==> config.mk <==
export PLATFORM = sky130hd
export DESIGN_NAME = uvs_front
export DESIGN_NICKNAME = d
export VERILOG_FILES = /design/src/hw/rtl/uvs_pkg.sv /design/src/hw/rtl/uvs_front.sv
export SDC_FILE = /design/constraint.sdc
export NUM_CORES = 1
export LEC_CHECK = 0
export ABC_AREA = 0
export BUFFER_PORTS_ARGS = -buffer_cell sky130_fd_sc_hd__buf_2
export CORE_MARGIN = 1.5
export CORE_UTILIZATION = 43
export CTS_BUF_LIST = sky130_fd_sc_hd__clkbuf_4 sky130_fd_sc_hd__clkbuf_8
export DETAILED_ROUTE_END_ITERATION = 6
export PLACE_DENSITY_LB_ADDON = 0.1
export SYNTH_ARGS = -nofsm -noshare
export SYNTH_HDL_FRONTEND = slang
export SYNTH_SLANG_ARGS = --single-unit
==> constraint.sdc <==
create_clock -name clk -period 11.26 [get_ports clk]
set_input_delay 1.689 -clock clk [delete_from_list [all_inputs] [get_ports clk]]
set_output_delay 1.689 -clock clk [all_outputs]
set_load 0.05 [all_outputs]
==> src/hw/rtl/uvs_pkg.sv <==
package uvs_pkg;

  localparam int MAX_DIVISIONS_DEFAULT = 255;
  localparam int ANGLE_BITS_DEFAULT    = 16;

  localparam int CORDIC_STEPS = 24;
  localparam int CORDIC_XW    = 34;
  localparam int CORDIC_ZW    = 33;
  localparam int TRIG_W       = 18;
  localparam int POS_W        = 17;
  localparam int POS_LIMIT    = 65535;

  localparam logic signed [CORDIC_XW-1:0] CORDIC_GAIN_START = 34'sd652032874;

  localparam logic [31:0] ATAN_TURN [CORDIC_STEPS] = '{
    32'd536870912, 32'd316933406, 32'd167458907, 32'd85004756,
    32'd42667331,  32'd21354465,  32'd10679838,  32'd5340245,
    32'd2670163,   32'd1335087,   32'd667544,    32'd333772,
    32'd166886,    32'd83443,     32'd41722,     32'd20861,
    32'd10430,     32'd5215,      32'd2608,      32'd1304,
    32'd652,       32'd326,       32'd163,       32'd81
  };

  // register map, word index
  typedef enum logic [1:0] {
    REG_RADIUS  = 2'd0,
    REG_RINGS   = 2'd1,
    REG_SECTORS = 2'd2
  } uvs_reg_t;

  // per-item data that rides alongside the angle math
  typedef struct packed {
    logic [15:0] radius;
    logic [15:0] corner_a;
    logic [15:0] corner_b;
    logic [15:0] corner_c;
    logic [15:0] corner_d;
    logic        quad_valid;
    logic        side_edge_valid;
    logic        index_error;
  } uvs_side_t;

endpackage

==> src/hw/rtl/uvs_front.sv <==
module uvs_front #(
  parameter int MAX_DIVISIONS = uvs_pkg::MAX_DIVISIONS_DEFAULT
) (
  input  logic                clk,
  input  logic                rst,
  input  logic                in_valid,
  output logic                in_ready,
  input  logic [7:0]          ring_index,
  input  logic [7:0]          sector_index,
  input  logic [15:0]         sphere_radius,
  input  logic [7:0]          ring_count,
  input  logic [7:0]          sector_count,
  output logic                out_valid,
  input  logic                out_ready,
  output logic [7:0]          num [2],
  output logic [8:0]          den [2],
  output uvs_pkg::uvs_side_t  out_side
);
  import uvs_pkg::*;

  logic        v;
  logic        en;
  logic [7:0]  rings;
  logic [7:0]  sectors;
  logic [8:0]  sp1;
  logic [16:0] a_full;
  logic [15:0] a;
  logic [15:0] b;
  logic        err;
  logic        qv;
  uvs_side_t   side_n;

  assign en       = !v || out_ready;
  assign in_ready = en;

  always_comb begin
    // counts clamped to the supported range
    if (ring_count < 8'd2) begin
      rings = 8'd2;
    end else if (int'(ring_count) > MAX_DIVISIONS) begin
      rings = 8'(MAX_DIVISIONS);
    end else begin
      rings = ring_count;
    end
    if (sector_count < 8'd3) begin
      sectors = 8'd3;
    end else if (int'(sector_count) > MAX_DIVISIONS) begin
      sectors = 8'(MAX_DIVISIONS);
    end else begin
      sectors = sector_count;
    end
    sp1    = {1'b0, sectors} + 9'd1;
    a_full = 17'(ring_index) * 17'(sp1) + 17'(sector_index);
    a      = a_full[15:0];
    b      = a + 16'(sp1);
    err    = (ring_index > rings) || (sector_index > sectors);
    qv     = (ring_index < rings) && (sector_index < sectors);
    side_n.radius          = sphere_radius;
    side_n.corner_a        = err ? 16'd0 : a;
    side_n.corner_b        = err ? 16'd0 : b;
    side_n.corner_c        = err ? 16'd0 : b + 16'd1;
    side_n.corner_d        = err ? 16'd0 : a + 16'd1;
    side_n.quad_valid      = qv && !err;
    side_n.side_edge_valid = qv && !err && (ring_index != 8'd0);
    side_n.index_error     = err;
  end

  always_ff @(posedge clk) begin
    if (rst) begin
      v <= 1'b0;
    end else if (en) begin
      v <= in_valid;
    end
  end

  always_ff @(posedge clk) begin
    if (en) begin
      num[0]   <= ring_index;
      den[0]   <= {rings, 1'b0};
      num[1]   <= sector_index;
      den[1]   <= {1'b0, sectors};
      out_side <= side_n;
    end
  end

  assign out_valid = v;

endmodule

# ---- Yosys cells after proc, flatten, opt, wreduce, memory -nomap -nowiden
# Index checks and enable logic that the tools add are counted.
dict set report word_totals {
  regBits 116
  latch_bits 0
  output_inout_bits 119
  wordCells 35
  ram_bits 0
  in_bits 52
  mem_count 0
  mem_bits_ro 0
}
dict set report classes {
  muxes 2
  multipliers 1
  n_shift 0
  bitwise_logic 0
  n_reduce_logical 8
  n_lt_le_gt_ge 6
  div_mod_pow 0
  addsub 5
  eq_ne 0
}
# cell count
set op_table {}
lappend op_table {{adder 16 x 1 -> 16 bit (second input constant)} 2}
lappend op_table {{adder 16 x 8 -> 16 bit} 1}
lappend op_table {{adder 16 x 9 -> 16 bit} 1}
lappend op_table {{> comparator 8 bit} 2}
lappend op_table {{less-than comparator 8 x 2 -> 1 bit (second input constant)} 2}
lappend op_table {{less-than comparator 8 bit} 2}
lappend op_table {{multiplier 8 x 9 -> 16 bit} 1}
lappend op_table {{two-way mux 8 bit} 2}
lappend op_table {{adder 8 x 1 -> 9 bit (second input constant)} 1}
lappend op_table {{nonzero test 8 bit} 1}
lappend op_table {{logical AND 1 bit} 3}
lappend op_table {{logical NOT 1 bit} 2}
lappend op_table {{logical OR 1 bit} 2}

# ---- Depth between registers and ports, before layout
dict set report depth {
  ltp_word 7
  ltp_mapped 33
  ltp_nobuf 33
}

# ---- Worst setup path before layout
# OpenSTA, ideal clock, no wires.
dict set report synth_timing {
  path_kind {input port to flip-flop}
  start {input sector_count[5]}
  end {register out_side[34] in the netlist's numbering (data pin)}
  required_time_ns 10.998
  t_arrival_ns 8.145
  setup_time_ns 0.262
  stages 30
  n_path_buf 0
  path_slack_ns 2.853
  path_cell_list {inv_1 -> nand4_1 -> nor3_1 -> nor2_1 -> inv_1 -> ha_1 -> nand3_1 -> nor2_1 -> xnor2_1 -> nand2_1 -> fa_1 -> inv_1 -> fa_1 -> inv_1 -> fa_1 -> fa_1 -> inv_1 -> ha_1 -> a21o_2 -> xnor2_1 -> inv_1 -> ha_1 -> o21ai_0 -> o21ai_0 -> o221ai_1 -> nor3_1 -> nand4_1 -> xnor2_1 -> nor4_2 -> mux2_1}
}
dict set report synth_via {
  elab_chain_len 7
  elab_cells_between_ends 9
  classes_between {4 x add/sub; 1 x mul; 2 x order compare; 1 x mux; 1 x reduce/logical}
}
# item line_no
set synth_rtl {}
lappend synth_rtl {{start, declared} uvs_front.sv:12} ;# input logic [7:0] sector_count,
lappend synth_rtl {{less-than comparator 8 x 2 -> 1 bit} uvs_front.sv:45} ;# if (sector_count < 8'd3) begin
lappend synth_rtl {{two-way mux 8 bit} uvs_front.sv:45}
lappend synth_rtl {{via sectors[0]} uvs_front.sv:24} ;# logic [7:0] sectors;
lappend synth_rtl {{adder 8 x 1 -> 9 bit} uvs_front.sv:52} ;# sp1 = {1'b0, sectors} + 9'd1;
lappend synth_rtl {{multiplier 8 x 9 -> 16 bit} uvs_front.sv:53} ;# a_full = 17'(ring_index) * 17'(sp1) + 17'(sector_index);
lappend synth_rtl {{adder 16 x 8 -> 16 bit} uvs_front.sv:53}
lappend synth_rtl {{via a_full[7]} uvs_front.sv:26} ;# logic [16:0] a_full;
lappend synth_rtl {{adder 16 x 9 -> 16 bit} uvs_front.sv:55} ;# b = a + 16'(sp1);
lappend synth_rtl {{adder 16 x 1 -> 16 bit} uvs_front.sv:61} ;# side_n.corner_c = err ? 16'd0 : b + 16'd1;
lappend synth_rtl {{end signal, assigned} uvs_front.sv:82} ;# out_side <= side_n;
lappend synth_rtl {{end, declared} uvs_front.sv:17} ;# output uvs_pkg::uvs_side_t out_side
# The timed path passes the listed nets, and every way through them passes these cells.
# A chain may end at the register's enable or synchronous reset.

# ---- Worst setup path after layout
dict set report layout_timing {
  start {input sector_count[2]}
  end {register out_side[34] in the netlist's numbering (data pin)}
}
# The elaborated chain is that of the path after synthesis.

==> metrics <==
Worst Hold Path EP=out_valid; Root Buffer=clkbuf_8; Worst Path Class, Setup=input port to flip-flop; Mapped Avg Cell Area=10.8 sq um; maximum VDD drop=0.188 mV; Power Density=330 nW/um^2; DRT antenna net count=0; Sw Ratio=0.506; type of element capturing the critical path=flip-flop; vias in the first global route=5998; DRT iter0 DRCs=340; Worst Hold Depth=2; CTS tree=built; GP Congestion=0.829; post-synthesis sequential area ratio=0.431; area delta synth->final=19.0%; Top FF cell, synth=edfxtp_1; Max-cap violations=0; worst path arrival time=9.64 ns; most frequent cell after synthesis=edfxtp_1; max-slew violation count=0; RSZ-0062 raised after global routing=no; Fin Setup TNS=0 ns; R2R Path End=out_side[18]; reg2reg start=out_valid; width of the die=140 um; Worst Skew=0.00885 ns; Design Area, Final=9600 sq um; clk sink count=116; Antenna Cells=0; hold slack=0.974 ns; total track usage=0.196; Flop pwr share=0.205; #FFs+latches synth=116; DRT Pass-1 Iters=4; GRT overflow=0; largest net degree at the start of global routing=73; global-route wire length before repair=30200 um; FF-to-FF path depth=2; NetSw=1.60 mW; H-tree depth=4; Async S/R FF share, synth=0; clk_lat worst skew=0.44 ns; largest cells by area after synthesis=edfxtp_1 (43%), fa_1 (12%), ha_1 (9.9%); Comb pwr share=0.655; post_cts resized=0; min cycle time layout=9.45 ns; hold path startpoint=out_valid; Synth Cell Area=8070 sq um; # IOs=171; Worst Max-Slew Pin Slew=0.980 ns; R2R setup slack=9.20 ns; cell-internal power=1.57 mW; cell count after synthesis=748; Remaining DRCs=0; static leakage=4.59 nW; Setup crit start=sector_count[2]; Worst EP required=11.45 ns; crit path max-delay cell type=xnor2_1; YS warnings=0; final wirelength=18000 um; number of buffers created by CTS=17; layout cells sized above 1=0.248; core area=18200 sq um; Core Util, Final=0.527; clk slew on worst S/H paths=0.08 ns; DIE HEIGHT=140 um; via/cell ratio=5.00; Final Hold Vio Count=0; wire length per cell=15.6 um; Tot Pwr=3.17 mW; Initial Util=0.443; Layout Nets=1078; Core Rows=49; Crit Path Max Fanout=9; outcome=complete, no violations; number of synthesized flops with an enable pin=115; Clk pwr share=0.140; Top cell by count, worst path=inv_1; Setup-failing EPs final=0; hold buffers post-CTS=0; via count=5767; Netlist cell types=54; cell taking the most area after synthesis=edfxtp_1; CTS max path bufs=2; Final period util=0.839; Post-synth top cells=edfxtp_1 (115), inv_1 (114), nor2_1 (85), ha_1 (64), fa_1 (50); max incr delay on CP=0.73 ns; postcts setup bufs=0; port bufs=168; crit start category=input port; die area=19600 sq um; Max Fclk=106 MHz; class of the worst hold path=flip-flop to flip-flop; post-DP HPWL=13600 um; placed inst area=9140 sq um; Synth top area share=0.428; Worst slew margin=0.342; initial antenna violation count=0
## routing by layer
layer | wire length [um] | share of wire | up-vias | global-route usage
li1 | - | - | 2790 | -
met1 | 8050 | 0.45 | 2806 | 0.254
met2 | 8880 | 0.49 | 156 | 0.336
met3 | 835 | 0.046 | 15 | 0.0379
met4 | 279 | 0.015 | 0 | 0.0593
met5 | 0 | 0 | - | 0
## worst max path at each step
stage | end | slack (ns) | cells after the start
floorplan | out_side[34] | 2.85 | 30
global placement | out_side[34] | 1.80 | 31
detailed placement | out_side[34] | 1.45 | 31
CTS | out_side[34] | 1.87 | 31
global route | out_side[33] | 1.09 | 32
finish | out_side[34] | 1.81 | 31
## flip-flops by register name, summed over array words and instances, names as in the netlist
name	flops
den	16
out_valid	1
num	16
out_side	83
## critical path, delay by kind of cell
family | cells | cell delay, ns
mux | 1 | 0.36
simple gates | 9 | 1.83
xor+xnor | 3 | 1.37
buf+inv | 7 | 0.72
compound gates | 4 | 0.72
fa+ha+maj | 7 | 2.96
## final cells by class
class                           instances  area, sq um
Timing Repair Buffer                  172          871
Fill cell                            1677         8610
Clock inverter                         13          196
Multi-Input combinational cell        491         4080
Sequential cell                       116         3470
Inverter                              114          428
Tap cell                              229          287
Clock buffer                           19          262
## power groups by stage
| stage | Combinational (mW) | Clock (mW) | Sequential, mW |
|---|---|---|---|
| CTS | 2.09 | 0.453 | 0.653 |
| detailed placement | 2.07 | 0 | 0.662 |
| floorplan | 1.34 | 0 | 0.998 |
| global placement | 2.06 | 0 | 0.660 |
| finish | 2.07 | 0.442 | 0.650 |
| global route | 2.30 | 0.471 | 0.661 |
## cell usage in the layout (no fill, tap or decap), drive strengths merged, types with 2 or more instances in the layout
master    count
a211oi        7
a21boi        3
a21o          8
a21oi        16
and2         47
buf         172
bufinv        4
clkbuf       19
clkinv        4
clkinvlp      2
conb          2
edfxtp      115
fa           50
ha           64
inv         117
nand2        48
nand2b        7
nand3        15
nand4         8
nor2         85
nor2b         8
nor3         16
nor4         11
o211ai        4
o21a          3
o21ai        12
o21bai        2
o221ai        2
o22ai         2
or2           4
or3           2
xnor2        34
xor2         23
## cells by family after synthesis
logic type	Yosys count	synth area share
and+or+nand+nor	255	0.156
DFF	116	0.431
xor gates and xnor gates	57	0.0637
muxes	1	0.00140
other	1	0.000465
buffers and inverters	142	0.0673
adders and majority gates	114	0.223
AOI/OAI and AO/OA	62	0.0571
## stage by stage
stage,setup WS (ns),cells
global route,1.09,1154
floorplan,2.85,749
global placement,1.80,1122
CTS,1.87,1154
finish,1.81,1154
detailed placement,1.45,1122
Power figures use the tool's default switching activity.
