## config.mk

```make
export PLATFORM = sky130hd
export DESIGN_NAME = uvs_scale
export DESIGN_NICKNAME = d
export VERILOG_FILES = /design/src/hw/rtl/uvs_pkg.sv /design/src/hw/rtl/uvs_scale.sv
export SDC_FILE = /design/constraint.sdc
export NUM_CORES = 2
export LEC_CHECK = 0
export BUFFER_PORTS_ARGS = -buffer_cell sky130_fd_sc_hd__clkbuf_2
export CORE_MARGIN = 2
export CORE_UTILIZATION = 59
export CTS_CLUSTER_SIZE = 40
export DETAILED_ROUTE_END_ITERATION = 10
export GPL_TIMING_DRIVEN = 1
export HOLD_SLACK_MARGIN = 0.03
export PLACE_DENSITY = 0.8
export SLEW_MARGIN = 20
export SYNTH_ARGS = -nofsm -noshare
export SYNTH_HDL_FRONTEND = slang
export SYNTH_SLANG_ARGS = --single-unit
```

## constraint.sdc

```tcl
create_clock -name clk -period 7.6 [get_ports clk]
set_input_delay 1.52 -clock clk [delete_from_list [all_inputs] [get_ports clk]]
set_output_delay 1.52 -clock clk [all_outputs]
set_load 0.02 [all_outputs]
```

## src/hw/rtl/uvs_pkg.sv

```systemverilog
package uvs_pkg;

  localparam int MAX_DIVISIONS_DEFAULT = 255;
  localparam int ANGLE_BITS_DEFAULT    = 16;

  localparam int CORDIC_STEPS = 24;
  localparam int CORDIC_XW    = 34;
  localparam int CORDIC_ZW    = 33;
  localparam int TRIG_W       = 18;
  localparam int POS_W        = 17;
  localparam int POS_LIMIT    = 65535;

  localparam logic signed [CORDIC_XW-1:0] CORDIC_GAIN_START = 34'sd652032874;

  localparam logic [31:0] ATAN_TURN [CORDIC_STEPS] = '{
    32'd536870912, 32'd316933406, 32'd167458907, 32'd85004756,
    32'd42667331,  32'd21354465,  32'd10679838,  32'd5340245,
    32'd2670163,   32'd1335087,   32'd667544,    32'd333772,
    32'd166886,    32'd83443,     32'd41722,     32'd20861,
    32'd10430,     32'd5215,      32'd2608,      32'd1304,
    32'd652,       32'd326,       32'd163,       32'd81
  };

  // register map, word index
  typedef enum logic [1:0] {
    REG_RADIUS  = 2'd0,
    REG_RINGS   = 2'd1,
    REG_SECTORS = 2'd2
  } uvs_reg_t;

  // per-item data that rides alongside the angle math
  typedef struct packed {
    logic [15:0] radius;
    logic [15:0] corner_a;
    logic [15:0] corner_b;
    logic [15:0] corner_c;
    logic [15:0] corner_d;
    logic        quad_valid;
    logic        side_edge_valid;
    logic        index_error;
  } uvs_side_t;

endpackage

```

## src/hw/rtl/uvs_scale.sv

```systemverilog
module uvs_scale (
  input  logic                clk,
  input  logic                rst,
  input  logic                in_valid,
  output logic                in_ready,
  input  logic signed [17:0]  cos_val [2],
  input  logic signed [17:0]  sin_val [2],
  input  uvs_pkg::uvs_side_t  in_side,
  output logic                out_valid,
  input  logic                out_ready,
  output logic signed [16:0]  pos_x,
  output logic signed [16:0]  pos_y,
  output logic signed [16:0]  pos_z,
  output uvs_pkg::uvs_side_t  out_side
);
  import uvs_pkg::*;

  logic [2:0] v;
  logic [3:0] en;

  // stage 0: radius times alpha terms
  logic signed [34:0] py_q;
  logic signed [34:0] ps_q;
  logic signed [17:0] ct_q;
  logic signed [17:0] st_q;
  uvs_side_t          side0_q;
  // stage 1: second product
  logic signed [51:0] px_q;
  logic signed [51:0] pz_q;
  logic signed [34:0] py1_q;
  uvs_side_t          side1_q;

  logic signed [33:0] ps_n;
  logic signed [51:0] rx;
  logic signed [51:0] rz;
  logic signed [34:0] ry;

  function automatic logic signed [POS_W-1:0] sat_pos(input logic signed [51:0] val);
    if (val > 52'sd65535) begin
      sat_pos = POS_W'(POS_LIMIT);
    end else if (val < -52'sd65535) begin
      sat_pos = -POS_W'(POS_LIMIT);
    end else begin
      sat_pos = POS_W'(val);
    end
  endfunction

  always_comb begin
    en[3] = out_ready;
    for (int k = 2; k >= 0; k--) begin
      en[k] = !v[k] || en[k+1];
    end
  end
  assign in_ready = en[0];

  // |radius * sin| stays below 2^31, so 34 bits carry it
  assign ps_n = ps_q[33:0];
  assign rx   = (px_q + 52'sd536870912) >>> 30;
  assign rz   = (pz_q + 52'sd536870912) >>> 30;
  assign ry   = (py1_q + 35'sd16384) >>> 15;

  always_ff @(posedge clk) begin
    if (rst) begin
      v <= '0;
    end else begin
      if (en[0]) v[0] <= in_valid;
      if (en[1]) v[1] <= v[0];
      if (en[2]) v[2] <= v[1];
    end
  end

  always_ff @(posedge clk) begin
    if (en[0]) begin
      py_q    <= $signed({1'b0, in_side.radius}) * cos_val[0];
      ps_q    <= $signed({1'b0, in_side.radius}) * sin_val[0];
      ct_q    <= cos_val[1];
      st_q    <= sin_val[1];
      side0_q <= in_side;
    end
    if (en[1]) begin
      px_q    <= ps_n * st_q;
      pz_q    <= ps_n * ct_q;
      py1_q   <= py_q;
      side1_q <= side0_q;
    end
    if (en[2]) begin
      if (side1_q.index_error) begin
        pos_x <= '0;
        pos_y <= '0;
        pos_z <= '0;
      end else begin
        pos_x <= sat_pos(rx);
        pos_y <= sat_pos(52'(ry));
        pos_z <= sat_pos(rz);
      end
      out_side <= side1_q;
    end
  end

  assign out_valid = v[2];

endmodule

```

; Yosys cells after proc, flatten, opt, wreduce, memory -nomap -nowiden
; Index checks and enable logic that the tools add are counted.
[totals]
register_bits = 547
inputBits = 159
output_inout_bits = 136
[classes]
n_addsub = 3
mul = 4
order_cmp = 6
muxes = 6
reduce_logical = 9
[ops]
columns = op, count
row1 = $add A52 B31 Y52 const B, 2
row2 = $mul A34 B18 Y52, 2
row3 = $mux W17, 3
row4 = $mux W16, 3
row5 = $gt A22 B17 Y1 const B, 2
row6 = $lt A22 B17 Y1 const B, 2
row7 = $add A35 B16 Y35 const B, 1
row8 = $mul A17 B18 Y35, 1
row9 = $mul A17 B18 Y34, 1
row10 = $gt A20 B17 Y1 const B, 1
row11 = $lt A20 B17 Y1 const B, 1
row12 = $reduce_or A2 Y1, 3
row13 = $logic_not A1 Y1, 3
row14 = $logic_or A1 B1 Y1, 3

; Logic depth before layout (Yosys ltp)
[depth]
depth_word = 4
depth_mapped = 27
ltp_nobuf = 24

; Worst setup path after synthesis
; OpenSTA, ideal clock, no wires.
[synth_timing]
path_type = input to register
from = input in_side[69] (netlist bit)
to = register py_q[34], data pin
setup_ps = 260
arrival_ps = 7349
t_required_ps = 7340
setup_slack_ps = -9
stages = 24
n_path_buf = 2
cell_sequence = clkbuf_1 > clkbuf_1 > nand2_1 > inv_1 > fa_1 > fa_1 > inv_1 > fa_1 > fa_1 > inv_1 > fa_1 > inv_1 > fa_1 > inv_1 > ha_1 > a21o_1 > a21o_1 > a21oi_1 > nor2b_1 > a311oi_1 > o21ai_0 > nor4_1 > nor3_1 > xnor2_1
[synth_via]
elab_chain_len = 1
[synth_rtl]
columns = element, line
row1 = "start, declared", uvs_scale.sv:8  ; input uvs_pkg::uvs_side_t in_side,
row2 = $mul A17 B18 Y35, uvs_scale.sv:74  ; py_q <= $signed({1'b0, in_side.radius}) * cos_val[0];
row3 = "end signal, assigned", uvs_scale.sv:74
row4 = "end, declared", uvs_scale.sv:22  ; logic signed [34:0] py_q;
; No other way between the ends.
; A chain may end at the register's enable or synchronous reset.

; Worst setup path after layout
[layout_timing]
from = register st_q[3]
to = register px_q[45], data pin
[layout_via]
elab_chain_len = 1
[layout_rtl]
columns = element, line
row1 = "start, declared", uvs_scale.sv:25  ; logic signed [17:0] st_q;
row2 = "start signal, assigned", uvs_scale.sv:77  ; st_q <= sin_val[1];
row3 = $mul A34 B18 Y52, uvs_scale.sv:81  ; px_q <= ps_n * st_q;
row4 = "end signal, assigned", uvs_scale.sv:81
row5 = "end, declared", uvs_scale.sv:28  ; logic signed [51:0] px_q;
; No other way between the ends.

==> summary.md <==
| Metric | Value |
|---|---|
| Status | `complete, no violations` |
| Drt total wl | `178,000 um` |
| Buffers on Ports | `294` |
| Hold Path Class | `reg2reg` |
| NumNets Final | `10,400` |
| Predominant post-synthesis flop cell | `edfxtp_1` |
| Area grow syn2layout | `8.62%` |
| CORE AREA | `0.131 mm^2` |
| H-Tree Level Count | `2` |
| Crit path top cell by count | `fa_1` |
| Antenna viol nets, final | `0` |
| Slew HR | `0.289` |
| Mapped Cells | `7,797` |
| Post-Syn Area | `0.0776 mm^2` |
| R2r startpoint | `st_q[3]` |
| Post-synthesis compound-gate area fraction | `0.0327` |
| Die area | `0.134 mm^2` |
| Area leader, netlist | `fa_1` |
| Crit Path Category | `reg2reg` |
| CP max stage cell | `edfxtp_1` |
| Vias in the first global route | `58,800` |
| Multiplexer area fraction after synthesis | `0.00155` |
| Clock Skew | `0.0536 ns` |
| Final hold vios | `0` |
| Yosys top cell area share | `0.451` |
| DRC Markers | `0` |
| Critical path depth | `20` |
| Crit-path max cell delay | `0.84 ns` |
| Pin count of the biggest net entering global routing | `82` |
| Chip height | `367 um` |
| Min-Delay Startpoint | `side1_q[4]` |
| TritonCTS Buffers | `52` |
| Path depth of the worst reg2reg path | `20` |
| Hold_buf cts | `0` |
| Crit path max fanout | `16` |
| Synth Area in Simple Gates | `0.135` |
| Setup crit start kind | `register` |
| Warnings from Yosys | `0` |
| Clk sink count | `461` |
| Highest clock rate | `136 MHz` |
| Max-cap violations | `0` |
| CP Cell Sequence | `nand2_1 -> fa_1 -> fa_1 -> fa_1 -> inv_1 -> fa_1 -> fa_1 -> inv_1 -> fa_1 -> inv_1 -> ha_1 -> a21o_1 -> nand3_1 -> a311oi_1 -> o41a_1 -> or3_1 -> o31a_1 -> a31o_1 -> a2111o_1 -> nand3_1` |
| Clk_lat worst skew | `0.68 ns` |
| Synth cell types | `72` |
| Total congestion overflow | `0` |
| Post-layout min period | `7.33 ns` |
| Crit path DAT | `7.86 ns` |
| Per-cell routed wire length | `18.0 um` |
| CTS Buffer Depth | `3` |
| TritonCTS clock tree | `yes` |
| Syn_area_per_cell | `9.96 um^2` |
| HPWL Detailed | `147,000 um` |
| Post-synthesis xor/xnor area fraction | `0.0196` |
| Fraction of registers with async set/reset | `0` |
| Post-synth EDFFs | `458` |
| Layout cells sized above 1 | `0.0874` |
| Top post-synthesis cells by area | `fa_1 (45%), edfxtp_1 (18%), inv_1 (9.7%)` |
| Layout Utilization | `0.644` |
| RSZ-0062 raised after global routing | `false` |
| CP Capture Type | `register` |
| Fillers | `9,829` |
| Slew @ Worst Pin | `1.07 ns` |
| Main combinational cell family by area after synthesis | `adder cells` |
| Via density | `5.35` |
| Post-Synth Adder-Cell Area | `0.518` |
| Ports | `295` |
| First-pass GRT wire length | `297,000 um` |
| Horiz. Die Dim | `367 um` |
| Total Routing Usage GR | `0.275` |
| Clock tree root driver cell | `clkbuf_16` |
| CP Launch Point | `st_q[3]` |
| Post-synthesis sequential area ratio | `0.178` |
| Net Count, Synth | `10,100` |
| Reg clk slew, reported paths | `0.06 ns` |
| Gpl congestion | `0.927` |
| Yosys reg bits | `461` |
| Worst Path Buf+Inv | `3` |
| Final Cycle Share | `0.965` |
| Starting Density | `0.593` |
| Max-slew violation count | `0` |
| Rows | `133` |
| Crit-path leading delay family | `adder cells` |
| Initial antenna violation count | `3` |
| Required time worst endpoint | `8.13 ns` |
| Final setup violation count | `0` |
| Starting DRT DRC Count | `3,363` |
| Drt pass-1 iters | `6` |
| Vias | `52,800` |
| Worst Hold Depth | `0` |
## final cells by class
class                           instances  area [um^2]  area share
Antenna cell                            2         5.00   0.0000594
Multi-Input combinational cell       4950        54900       0.651
Sequential cell                       461        13800       0.164
Clock buffer                           55         1310      0.0156
Clock inverter                         43          536     0.00635
Timing Repair Buffer                  589         4010      0.0475
Tap cell                             1755         2200      0.0260
Inverter                             2015         7570      0.0898
## metrics by stage
step / hold WS (ns) / TNS (ns) / setup slack, ns / area (um^2) / cells
4_1_cts: 0.416 / 0 / 0.150 / 84200 / 9855
6_report: 0.416 / 0 / 0.265 / 84300 / 9870
3_5_place_dp: 0.405 / -2.66 / -0.412 / 82300 / 9757
5_1_grt: 0.419 / 0 / 0.0502 / 84300 / 9870
3_3_place_gp: 0.400 / -0.777 / -0.276 / 82300 / 9757
2_1_floorplan: 0.400 / 0 / 0.0271 / 77600 / 7797
## repair_timing
item	CTS	global route
gates resized for setup	0	4
endpoints found under the setup margin	0	14
buffers inserted	0	13
## synthesized netlist by cell type, types with 18 or more instances
cell	number
nor3_1	34
nor2b_1	18
edfxtp_1	458
o21ai_0	94
a21o_1	56
fa_1	1747
nand2_1	1152
a21oi_1	113
inv_1	2015
nand4_1	29
and2_1	665
and3_1	25
clkbuf_1	361
nand2b_1	20
nor2_1	159
xor2_1	63
ha_1	416
xnor2_1	111
nand3_1	54
## logic make-up (layout without fill, tap and decap cells)
group           count (synthesis)  count (layout)
simple gates                 2206            2206
xor+xnor                      174             174
flops                         461             461
other cells                     0               2
fa+ha+maj                    2163            2163
mux                            11              11
compound gates                396             396
buf+inv                      2386            2702
## final timing paths
| kind | to | slack (ns) |
|---|---|---|
| setup / recovery | px_q[45] | 0.27 |
| hold / removal | out_side[4] | 0.42 |
| setup reg to reg | px_q[45] | 0.27 |
| hold reg to reg | out_side[4] | 0.42 |
## cells in the final DEF (no fill, tap or decap), drive strengths merged, types with 16 or more instances in the layout
master  instances
fa           1747
nand3          54
nor2b          18
and3           25
nand2b         21
clkbuf        349
a31oi          16
clkinv         27
nand2        1152
and2          665
a21oi         113
edfxtp        458
nand4          29
ha            416
o21ai          94
nor3           34
xor2           63
xnor2         111
inv          2022
nor2          159
a21o           56
buf           295
## flip-flops by register name, indices dropped and copies added, names as in the netlist
register	flops
out_side	83
side0_q	83
side1_q	83
ps_q	34
px_q	23
pz_q	23
py1_q	21
py_q	21
ct_q	18
st_q	18
pos_x	17
pos_y	17
pos_z	17
v	3
## metal layers
layer	vias to the layer above	GRT usage	part of all wire
met4	2	0.0916	0.037
li1	23400	-	-
met3	412	0.0442	0.076
met2	2165	0.477	0.50
met1	26900	0.353	0.39
met5	-	0	0.000073
## worst reg2reg max path, cell delays in order, from the launching register on
cell and delay, ns:
edfxtp_1 0.84, nand2_1 0.19, fa_1 0.57, fa_1 0.53
fa_1 0.52, inv_1 0.06, fa_1 0.53, fa_1 0.50
inv_1 0.05, fa_1 0.48, inv_1 0.04, ha_1 0.31
a21o_1 0.19, nand3_1 0.08, a311oi_1 0.11, o41a_1 0.53
or3_1 0.49, o31a_1 0.35, a31o_1 0.29, a2111o_1 0.43
nand3_1 0.08
Power is not shown: default switching activity piles up to over one toggle a cycle in this logic, so the estimate is an artifact.
