**src/hw/rtl/uvs_pkg.sv**
```systemverilog
package uvs_pkg;

  localparam int MAX_DIVISIONS_DEFAULT = 255;
  localparam int ANGLE_BITS_DEFAULT    = 16;

  localparam int CORDIC_STEPS = 24;
  localparam int CORDIC_XW    = 34;
  localparam int CORDIC_ZW    = 33;
  localparam int TRIG_W       = 18;
  localparam int POS_W        = 17;
  localparam int POS_LIMIT    = 65535;

  localparam logic signed [CORDIC_XW-1:0] CORDIC_GAIN_START = 34'sd652032874;

  localparam logic [31:0] ATAN_TURN [CORDIC_STEPS] = '{
    32'd536870912, 32'd316933406, 32'd167458907, 32'd85004756,
    32'd42667331,  32'd21354465,  32'd10679838,  32'd5340245,
    32'd2670163,   32'd1335087,   32'd667544,    32'd333772,
    32'd166886,    32'd83443,     32'd41722,     32'd20861,
    32'd10430,     32'd5215,      32'd2608,      32'd1304,
    32'd652,       32'd326,       32'd163,       32'd81
  };

  // register map, word index
  typedef enum logic [1:0] {
    REG_RADIUS  = 2'd0,
    REG_RINGS   = 2'd1,
    REG_SECTORS = 2'd2
  } uvs_reg_t;

  // per-item data that rides alongside the angle math
  typedef struct packed {
    logic [15:0] radius;
    logic [15:0] corner_a;
    logic [15:0] corner_b;
    logic [15:0] corner_c;
    logic [15:0] corner_d;
    logic        quad_valid;
    logic        side_edge_valid;
    logic        index_error;
  } uvs_side_t;

endpackage

```
**src/hw/rtl/uvs_div.sv**
```systemverilog
module uvs_div #(
  parameter int ANGLE_BITS = uvs_pkg::ANGLE_BITS_DEFAULT
) (
  input  logic                clk,
  input  logic                rst,
  input  logic                in_valid,
  output logic                in_ready,
  input  logic [7:0]          num [2],
  input  logic [8:0]          den [2],
  input  uvs_pkg::uvs_side_t  in_side,
  output logic                out_valid,
  input  logic                out_ready,
  output logic [31:0]         angle [2],
  output uvs_pkg::uvs_side_t  out_side
);
  import uvs_pkg::*;

  // one quotient bit per stage; for in-range indices the quotient never exceeds one full turn
  localparam int QW  = ANGLE_BITS + 1;
  localparam int NS  = QW;
  localparam int DVW = 9 + ANGLE_BITS;

  logic [NS-1:0] v;
  logic [NS:0]   en;
  logic [8:0]    rem_q [NS][2];
  logic [QW-1:0] low_q [NS][2];
  logic [QW-1:0] quo_q [NS][2];
  logic [8:0]    den_q [NS][2];
  uvs_side_t     side_q [NS];

  logic [8:0]    rem_n [NS][2];
  logic [QW-1:0] low_n [NS][2];
  logic [QW-1:0] quo_n [NS][2];
  logic [8:0]    den_n [NS][2];
  logic [NS-1:0] v_n;
  uvs_side_t     side_n [NS];

  always_comb begin
    en[NS] = out_ready;
    for (int k = NS - 1; k >= 0; k--) begin
      en[k] = !v[k] || en[k+1];
    end
  end
  assign in_ready = en[0];

  always_comb begin
    logic [DVW-1:0] dvd;
    logic [8:0]     rem_p;
    logic [QW-1:0]  low_p;
    logic [QW-1:0]  quo_p;
    logic [8:0]     den_p;
    logic [9:0]     trial;
    for (int k = 0; k < NS; k++) begin
      v_n[k]    = (k == 0) ? in_valid : v[(k == 0) ? 0 : k - 1];
      side_n[k] = (k == 0) ? in_side : side_q[(k == 0) ? 0 : k - 1];
      for (int l = 0; l < 2; l++) begin
        dvd = '0;
        if (k == 0) begin
          // dividend is num * 2^ANGLE_BITS + den / 2 for round-half-up
          dvd   = {1'b0, num[l], ANGLE_BITS'(0)} + DVW'(den[l][8:1]);
          rem_p = 9'(dvd[DVW-1:QW]);
          low_p = dvd[QW-1:0];
          quo_p = '0;
          den_p = den[l];
        end else begin
          rem_p = rem_q[k-1][l];
          low_p = low_q[k-1][l];
          quo_p = quo_q[k-1][l];
          den_p = den_q[k-1][l];
        end
        trial = {rem_p, low_p[QW-1]};
        if (trial >= {1'b0, den_p}) begin
          rem_n[k][l] = 9'(trial - {1'b0, den_p});
          quo_n[k][l] = {quo_p[QW-2:0], 1'b1};
        end else begin
          rem_n[k][l] = trial[8:0];
          quo_n[k][l] = {quo_p[QW-2:0], 1'b0};
        end
        low_n[k][l] = {low_p[QW-2:0], 1'b0};
        den_n[k][l] = den_p;
      end
    end
  end

  always_ff @(posedge clk) begin
    if (rst) begin
      v <= '0;
    end else begin
      for (int k = 0; k < NS; k++) begin
        if (en[k]) begin
          v[k] <= v_n[k];
        end
      end
    end
  end

  always_ff @(posedge clk) begin
    for (int k = 0; k < NS; k++) begin
      if (en[k]) begin
        rem_q[k]  <= rem_n[k];
        low_q[k]  <= low_n[k];
        quo_q[k]  <= quo_n[k];
        den_q[k]  <= den_n[k];
        side_q[k] <= side_n[k];
      end
    end
  end

  // quotient taken modulo one turn, placed at the top of a 32-bit turn
  always_comb begin
    for (int l = 0; l < 2; l++) begin
      angle[l] = {quo_q[NS-1][l][ANGLE_BITS-1:0], (32 - ANGLE_BITS)'(0)};
    end
  end
  assign out_side  = side_q[NS-1];
  assign out_valid = v[NS-1];

endmodule

```
**config.mk**
```make
export PLATFORM = sky130hd
export DESIGN_NAME = uvs_div
export DESIGN_NICKNAME = d
export VERILOG_FILES = /design/src/hw/rtl/uvs_pkg.sv /design/src/hw/rtl/uvs_div.sv
export SDC_FILE = /design/constraint.sdc
export NUM_CORES = 2
export LEC_CHECK = 0
export BUFFER_PORTS_ARGS = -buffer_cell sky130_fd_sc_hd__buf_2
export CORE_ASPECT_RATIO = 2
export CORE_MARGIN = 5
export CORE_UTILIZATION = 40
export CTS_CLUSTER_SIZE = 25
export DETAILED_ROUTE_END_ITERATION = 12
export SYNTH_ARGS = -nofsm -noshare
export SYNTH_HDL_FRONTEND = slang
export SYNTH_SLANG_ARGS = --single-unit
```
**constraint.sdc**
```tcl
create_clock -name clk -period 8.73 [get_ports clk]
set_input_delay 0.4365 -clock clk [delete_from_list [all_inputs] [get_ports clk]]
set_output_delay 0.4365 -clock clk [all_outputs]
set_load 0.01 [all_outputs]
```
== After elaboration in Yosys (flattened, before gate mapping) ==
Memories as Yosys holds them, arrays and structs flattened.
Index checks and enable logic that the tools add are counted.
Storage, ports and cells
  output and inout port bits: 149
  memories: 5
  input port bits: 121
  bits in writable memories: 3145
  register bits: 17
Memories
  side_q: words 17, bits a word 83, read ports 17, clocked after memory_dff 0, wr ports 17, line uvs_div.sv:29  | uvs_side_t side_q [NS];
  quo_q: words 17, bits a word 34, read ports 17, clocked after memory_dff 0, wr ports 17, line uvs_div.sv:27  | logic [QW-1:0] quo_q [NS][2];
  low_q: words 17, bits a word 32, read ports 16, clocked after memory_dff 0, wr ports 17, line uvs_div.sv:26  | logic [QW-1:0] low_q [NS][2];
  den_q: words 17, bits a word 18, read ports 16, clocked after memory_dff 0, wr ports 17, line uvs_div.sv:28  | logic [8:0] den_q [NS][2];
  rem_q: words 17, bits a word 18, read ports 16, clocked after memory_dff 0, wr ports 17, line uvs_div.sv:25  | logic [8:0] rem_q [NS][2];
Cells by class
  $lt $le $gt $ge: 34
  add/subtract/negate cells: 36
  reduce and logical (&&, ||, !) cells: 34
  mux-type cells: 102
Operators by type and width (number)
  10-bit by 9-bit greater-or-equal comparator with 1-bit output: 32
  9-bit 2-to-1 mux: 34
  9-bit subtractor: 34
  1-bit 2-to-1 mux: 68
  24-bit by 8-bit adder with 25-bit output: 2
  9-bit greater-or-equal comparator: 2
  1-bit zero test: 17
  1-bit logical OR: 17

== Logic depth before layout (Yosys ltp) ==
  depth after elaboration: 20
  mapped depth: 10

== Least setup slack after synthesis ==
Ideal clock, no wire load.
  path type: input to register
  from: in out_ready
  to: mem den_q[0][108] in the netlist's numbering, enable pin
  path buffers: 0
  data required time: 6998 ps
  stages: 4
  library setup time: 1732 ps
  path slack: 1464 ps
  arrival time: 5534 ps
  cells stage by stage: nor2b_4 > inv_2 > nor4_4 > nand4_1
RTL lines
  start: declaration: line uvs_div.sv:12  | input logic out_ready,
  end: declaration: line uvs_div.sv:28

== Worst setup path in the final report ==
  from: reg v[16]
  to: out in_ready
Between the ends
  word-level cells in the longest chain between the ends: 18
RTL lines
  start: declaration: line uvs_div.sv:23  | logic [NS-1:0] v;
  start signal: indexed assignment: line uvs_div.sv:91  | v[k] <= v_n[k];
  1-bit zero test: line uvs_div.sv:41  | en[k] = !v[k] || en[k+1];
  1-bit logical OR: line uvs_div.sv:41
  named net en[16]: line uvs_div.sv:24  | logic [NS:0] en;
  1-bit logical OR (16 in series): line uvs_div.sv:41
  end: declaration: line uvs_div.sv:7  | output logic in_ready,
The timed path passes the listed nets, and every way through them passes these cells.

==> results.md <==
- Non-Filler Instances: 7968
- Flip-flop and latch count after synthesis: 2276
- Starting Density: 0.402
- WP data arrival: 3.98 ns
- Placed cells: 7506
- Total power: 29.1 mW
- Psw: 7.15 mW
- Fin. Hold Viols: 0
- Buffers on Ports: 237
- Met1 GRT Util: 0.121
- Vias in the first global route: between 30000 and 40000
- Post-Synth XOR/XNOR Area: 0.0193
- Seq/Total Area, Yosys: 0.806
- Worst path required time: roughly 8.3 ns
- Clk pwr share: 0.296
- Global routing's busiest layer: met2
- Rows: between 200 and 250
- Slew HR: 0.351
- Pin count of the biggest net entering global routing: between 100 and 150
- Comb power frac: 0.193
- Post-synthesis async set-or-reset flop share: 0
- Dpl hpwl: 90.9 mm
- GR Util met2: 0.218
- Fin nets: 5519
- Most used DFF post-synth: edfxtp_1
- Gr ovfl total: 0
- Die Span X: 335 um
- Min-Delay Path Class: in -> reg
- Mapped Area: around 0.085 mm2
- Tightest Pin Transition: 0.973 ns
- Multi-input gate area: 0.0147 mm2
- Syn Inst Count: about 4500
- Pint: around 22 mW
- Clock sink count: 2276
- Compound-Gate Fraction of Synth Area: 0.0386
- Unrepaired setup endpoints after global routing: no
- Post-synth EDFFs: between 2000 and 2500
- Part of the cycle the worst path needs: 0.506
- Setup TNS: 0 ns
- Vias per std cell: 4.58
- Synth Area in Adders: 0.0525
- TritonCTS buffer count: 199
- Nature of the critical path startpoint: flip-flop
- Clk pin slew, worst setup/hold paths: 0.06 ns
- DRC: 0
- CTS tree: built
- Starting DRC count in detailed routing: 1481
- Clock Latency Late Sink: 0.81 ns
- Largest family of logic cells by synthesized area: adder cells
- Pwr dens: 300 mW/mm2
- Max FO, Critical Path: 80
- Syn Area/Cell: 18.8 um2
- Worst-case clock skew: 0.0283 ns
- Setup violators final: 0
- Via count: 36500
- Met3 Track Usage GR: 0.0174
- Routed wire per std cell: 15.8 um
- CP Capture Type: output port
- First-pass GRT wire length: 205 mm
- Max Buffers Root-to-Sink: 4
- Maxcap violations: 0
- CTS root buf: clkbuf_16
- # fillers: 17800
- Post_cts resized: 0
- Register area: 0.0682 mm2
- WL final: 126 mm
- YS warnings: 0
- Pins over their slew limit: 0
- Core region area: 0.210 mm2
- Die Ht: 660 um
- H-tree level count: 4
- GR Util All Layers: 0.114
- Post-CTS setup repair buffer count: 0
- Run status: completed
- IO Pins: 270
- Fmax: 226 MHz
- Maximum VDD drop: 212 uV
- RD Place Congestion: 0.907
- Kind of critical path: reg -> out
- Post-synthesis mux area share: 0.0308
- WHS Path Cells: 2
- Layout cells sized above 1: 0.148
- Post-route ant nets: 0
- Crit path time final: 4.42 ns
- DRT Pass-1 Iters: 6
- Leakage: between 30 and 40 nW
- Yosys cell types: 57
- Flop pwr share: 0.511
- Area grow syn2layout: 14.5%
- Net switching share of the total power: 0.246
- Initial antenna violation count: 3
- R2R cell count: 8
- Die ar.: 0.221 mm2
- Simple logic cell fraction of the synthesized area: 0.0306
## logic make-up (layout without fill, tap and decap cells)
logic type,count (synthesis),after routing
AND/OR/NAND/NOR,500,500
XOR/XNOR,186,186
multiplexers,237,237
other,1,33
buffers and inverters,459,1128
adder cells (fa/ha/maj),336,336
AO/OA/AOI/OAI,512,512
flip-flops,2276,2276
## synth_stat cells (all sizes together) (3+ instances only)
| cell | instances | area share |
|---|---|---|
| a21oi | 143 | 0.0086 |
| ha | 304 | 0.045 |
| o2111ai | 28 | 0.0029 |
| o31ai | 11 | 0.00098 |
| fa | 32 | 0.0076 |
| o21bai | 3 | 0.00027 |
| nor3 | 5 | 0.00030 |
| o21a | 36 | 0.0032 |
| edfxtp | 2259 | 0.80 |
| and3 | 4 | 0.00041 |
| o21ai | 144 | 0.0085 |
| nor4 | 4 | 0.00047 |
| nand4 | 22 | 0.0016 |
| nor2 | 119 | 0.0053 |
| xor2 | 58 | 0.0060 |
| a21o | 37 | 0.0033 |
| a31oi | 37 | 0.0027 |
| nand2 | 111 | 0.0049 |
| o311a | 4 | 0.00047 |
| inv | 406 | 0.018 |
| nand3 | 59 | 0.0041 |
| xnor2 | 128 | 0.013 |
| buf | 51 | 0.0039 |
| o311ai | 8 | 0.0017 |
| nor2b | 66 | 0.0050 |
| o211a | 18 | 0.0021 |
| mux2i | 49 | 0.0058 |
| mux2 | 188 | 0.025 |
| nand2b | 26 | 0.0019 |
| a21boi | 30 | 0.0027 |
| or4 | 18 | 0.0016 |
| a211oi | 5 | 0.00044 |
| and2 | 44 | 0.0033 |
| or2 | 12 | 0.00089 |
| or3 | 8 | 0.00059 |
| dfxtp | 17 | 0.0040 |
## worst max-delay path, cell delays in order (launching register included)
cell     delay [ns]
dfxtp_1        0.33
nor2b_4        0.24
inv_4          0.27
nor4_4         0.41
buf_4          0.29
and3_4         0.29
and3_4         0.27
nand3_4        0.34
buf_12         0.35
buf_2          0.24
## final timing paths
path | slack, ns | startpoint | end
setup reg to reg | 5.25 | v[16]$_SDFFE_PP0P_ | side_q[0][137]$_DFFE_PP_
setup / recovery | 4.31 | v[16]$_SDFFE_PP0P_ | in_ready
hold reg to reg | 0.39 | side_q[0][975]$_DFFE_PP_ | side_q[0][1058]$_DFFE_PP_
hold / removal | 0.08 | rst | v[8]$_SDFFE_PP0P_
## routing by layer
metal | vias up | part of all wire | wire (um)
li1 | 18000 | - | -
met1 | 17500 | 0.37 | 46200
met2 | 612 | 0.55 | 69400
met3 | 350 | 0.033 | 4160
met4 | 0 | 0.051 | 6370
met5 | - | 0 | 0
## final cells by class
cell class / count / area share
clock buffer: 243 / 0.0539
multi-input combinational: 1803 / 0.152
inverter: 407 / 0.0160
tap: 2760 / 0.0357
antenna: 1 / 0.0000258
clock inverter: 103 / 0.0122
sequential: 2276 / 0.704
timing repair buffer: 375 / 0.0263
## power groups by stage
stage | combinational, mW | clock, mW | sequential [mW]
after CTS | 5.64 | 8.90 | 14.9
after floorplan | 4.37 | 0 | 14.8
after detailed placement | 5.54 | 0 | 15.1
after global placement | 5.38 | 0 | 15.1
after global routing | 6.23 | 9.35 | 15.0
final | 5.60 | 8.61 | 14.9
## what timing repair did
item                                    CTS  global route
hold endpoints to repair                116             0
hold buffers                            115             0
endpoints found under the setup margin    0             0
## cell usage in the layout, fill, tap and decap left out, types with 32 or more instances in the layout
master,synthesis,final
edfxtp_1,2259,2259
inv_1,405,400
ha_1,304,304
buf_2,18,237
clkbuf_16,0,202
mux2_2,188,188
a21oi_1,141,141
xnor2_1,128,128
nor2_1,118,118
dlygate4sd3_1,0,115
nand2_1,111,104
o21ai_0,104,104
nor2b_1,65,65
xor2_1,58,58
mux2i_1,49,49
nand3_1,50,48
and2_1,44,44
o21ai_1,40,40
clkbuf_1,1,40
a21o_1,37,37
a31oi_1,37,37
o21a_1,36,36
clkinv_1,1,34
fa_1,32,32
conb_1,1,32
## per-stage QoR
step	setup WS, ns	instance area [um2]	util	hold WS [ns]
3_3_place_gp	4.94	89300	0.425	0.402
5_1_grt	4.10	96900	0.461	0.0410
3_5_place_dp	4.91	89300	0.425	0.405
2_1_floorplan	1.46	84700	-	0.400
4_1_cts	4.22	96900	0.461	0.00878
6_report	4.31	96900	0.461	0.0827
## sequential cells by signal, indices dropped and copies added (netlist names)
name    count
side_q   1411
rem_q     288
den_q     283
quo_q     272
v          17
low_q       5
Power figures use the tool's default switching activity.
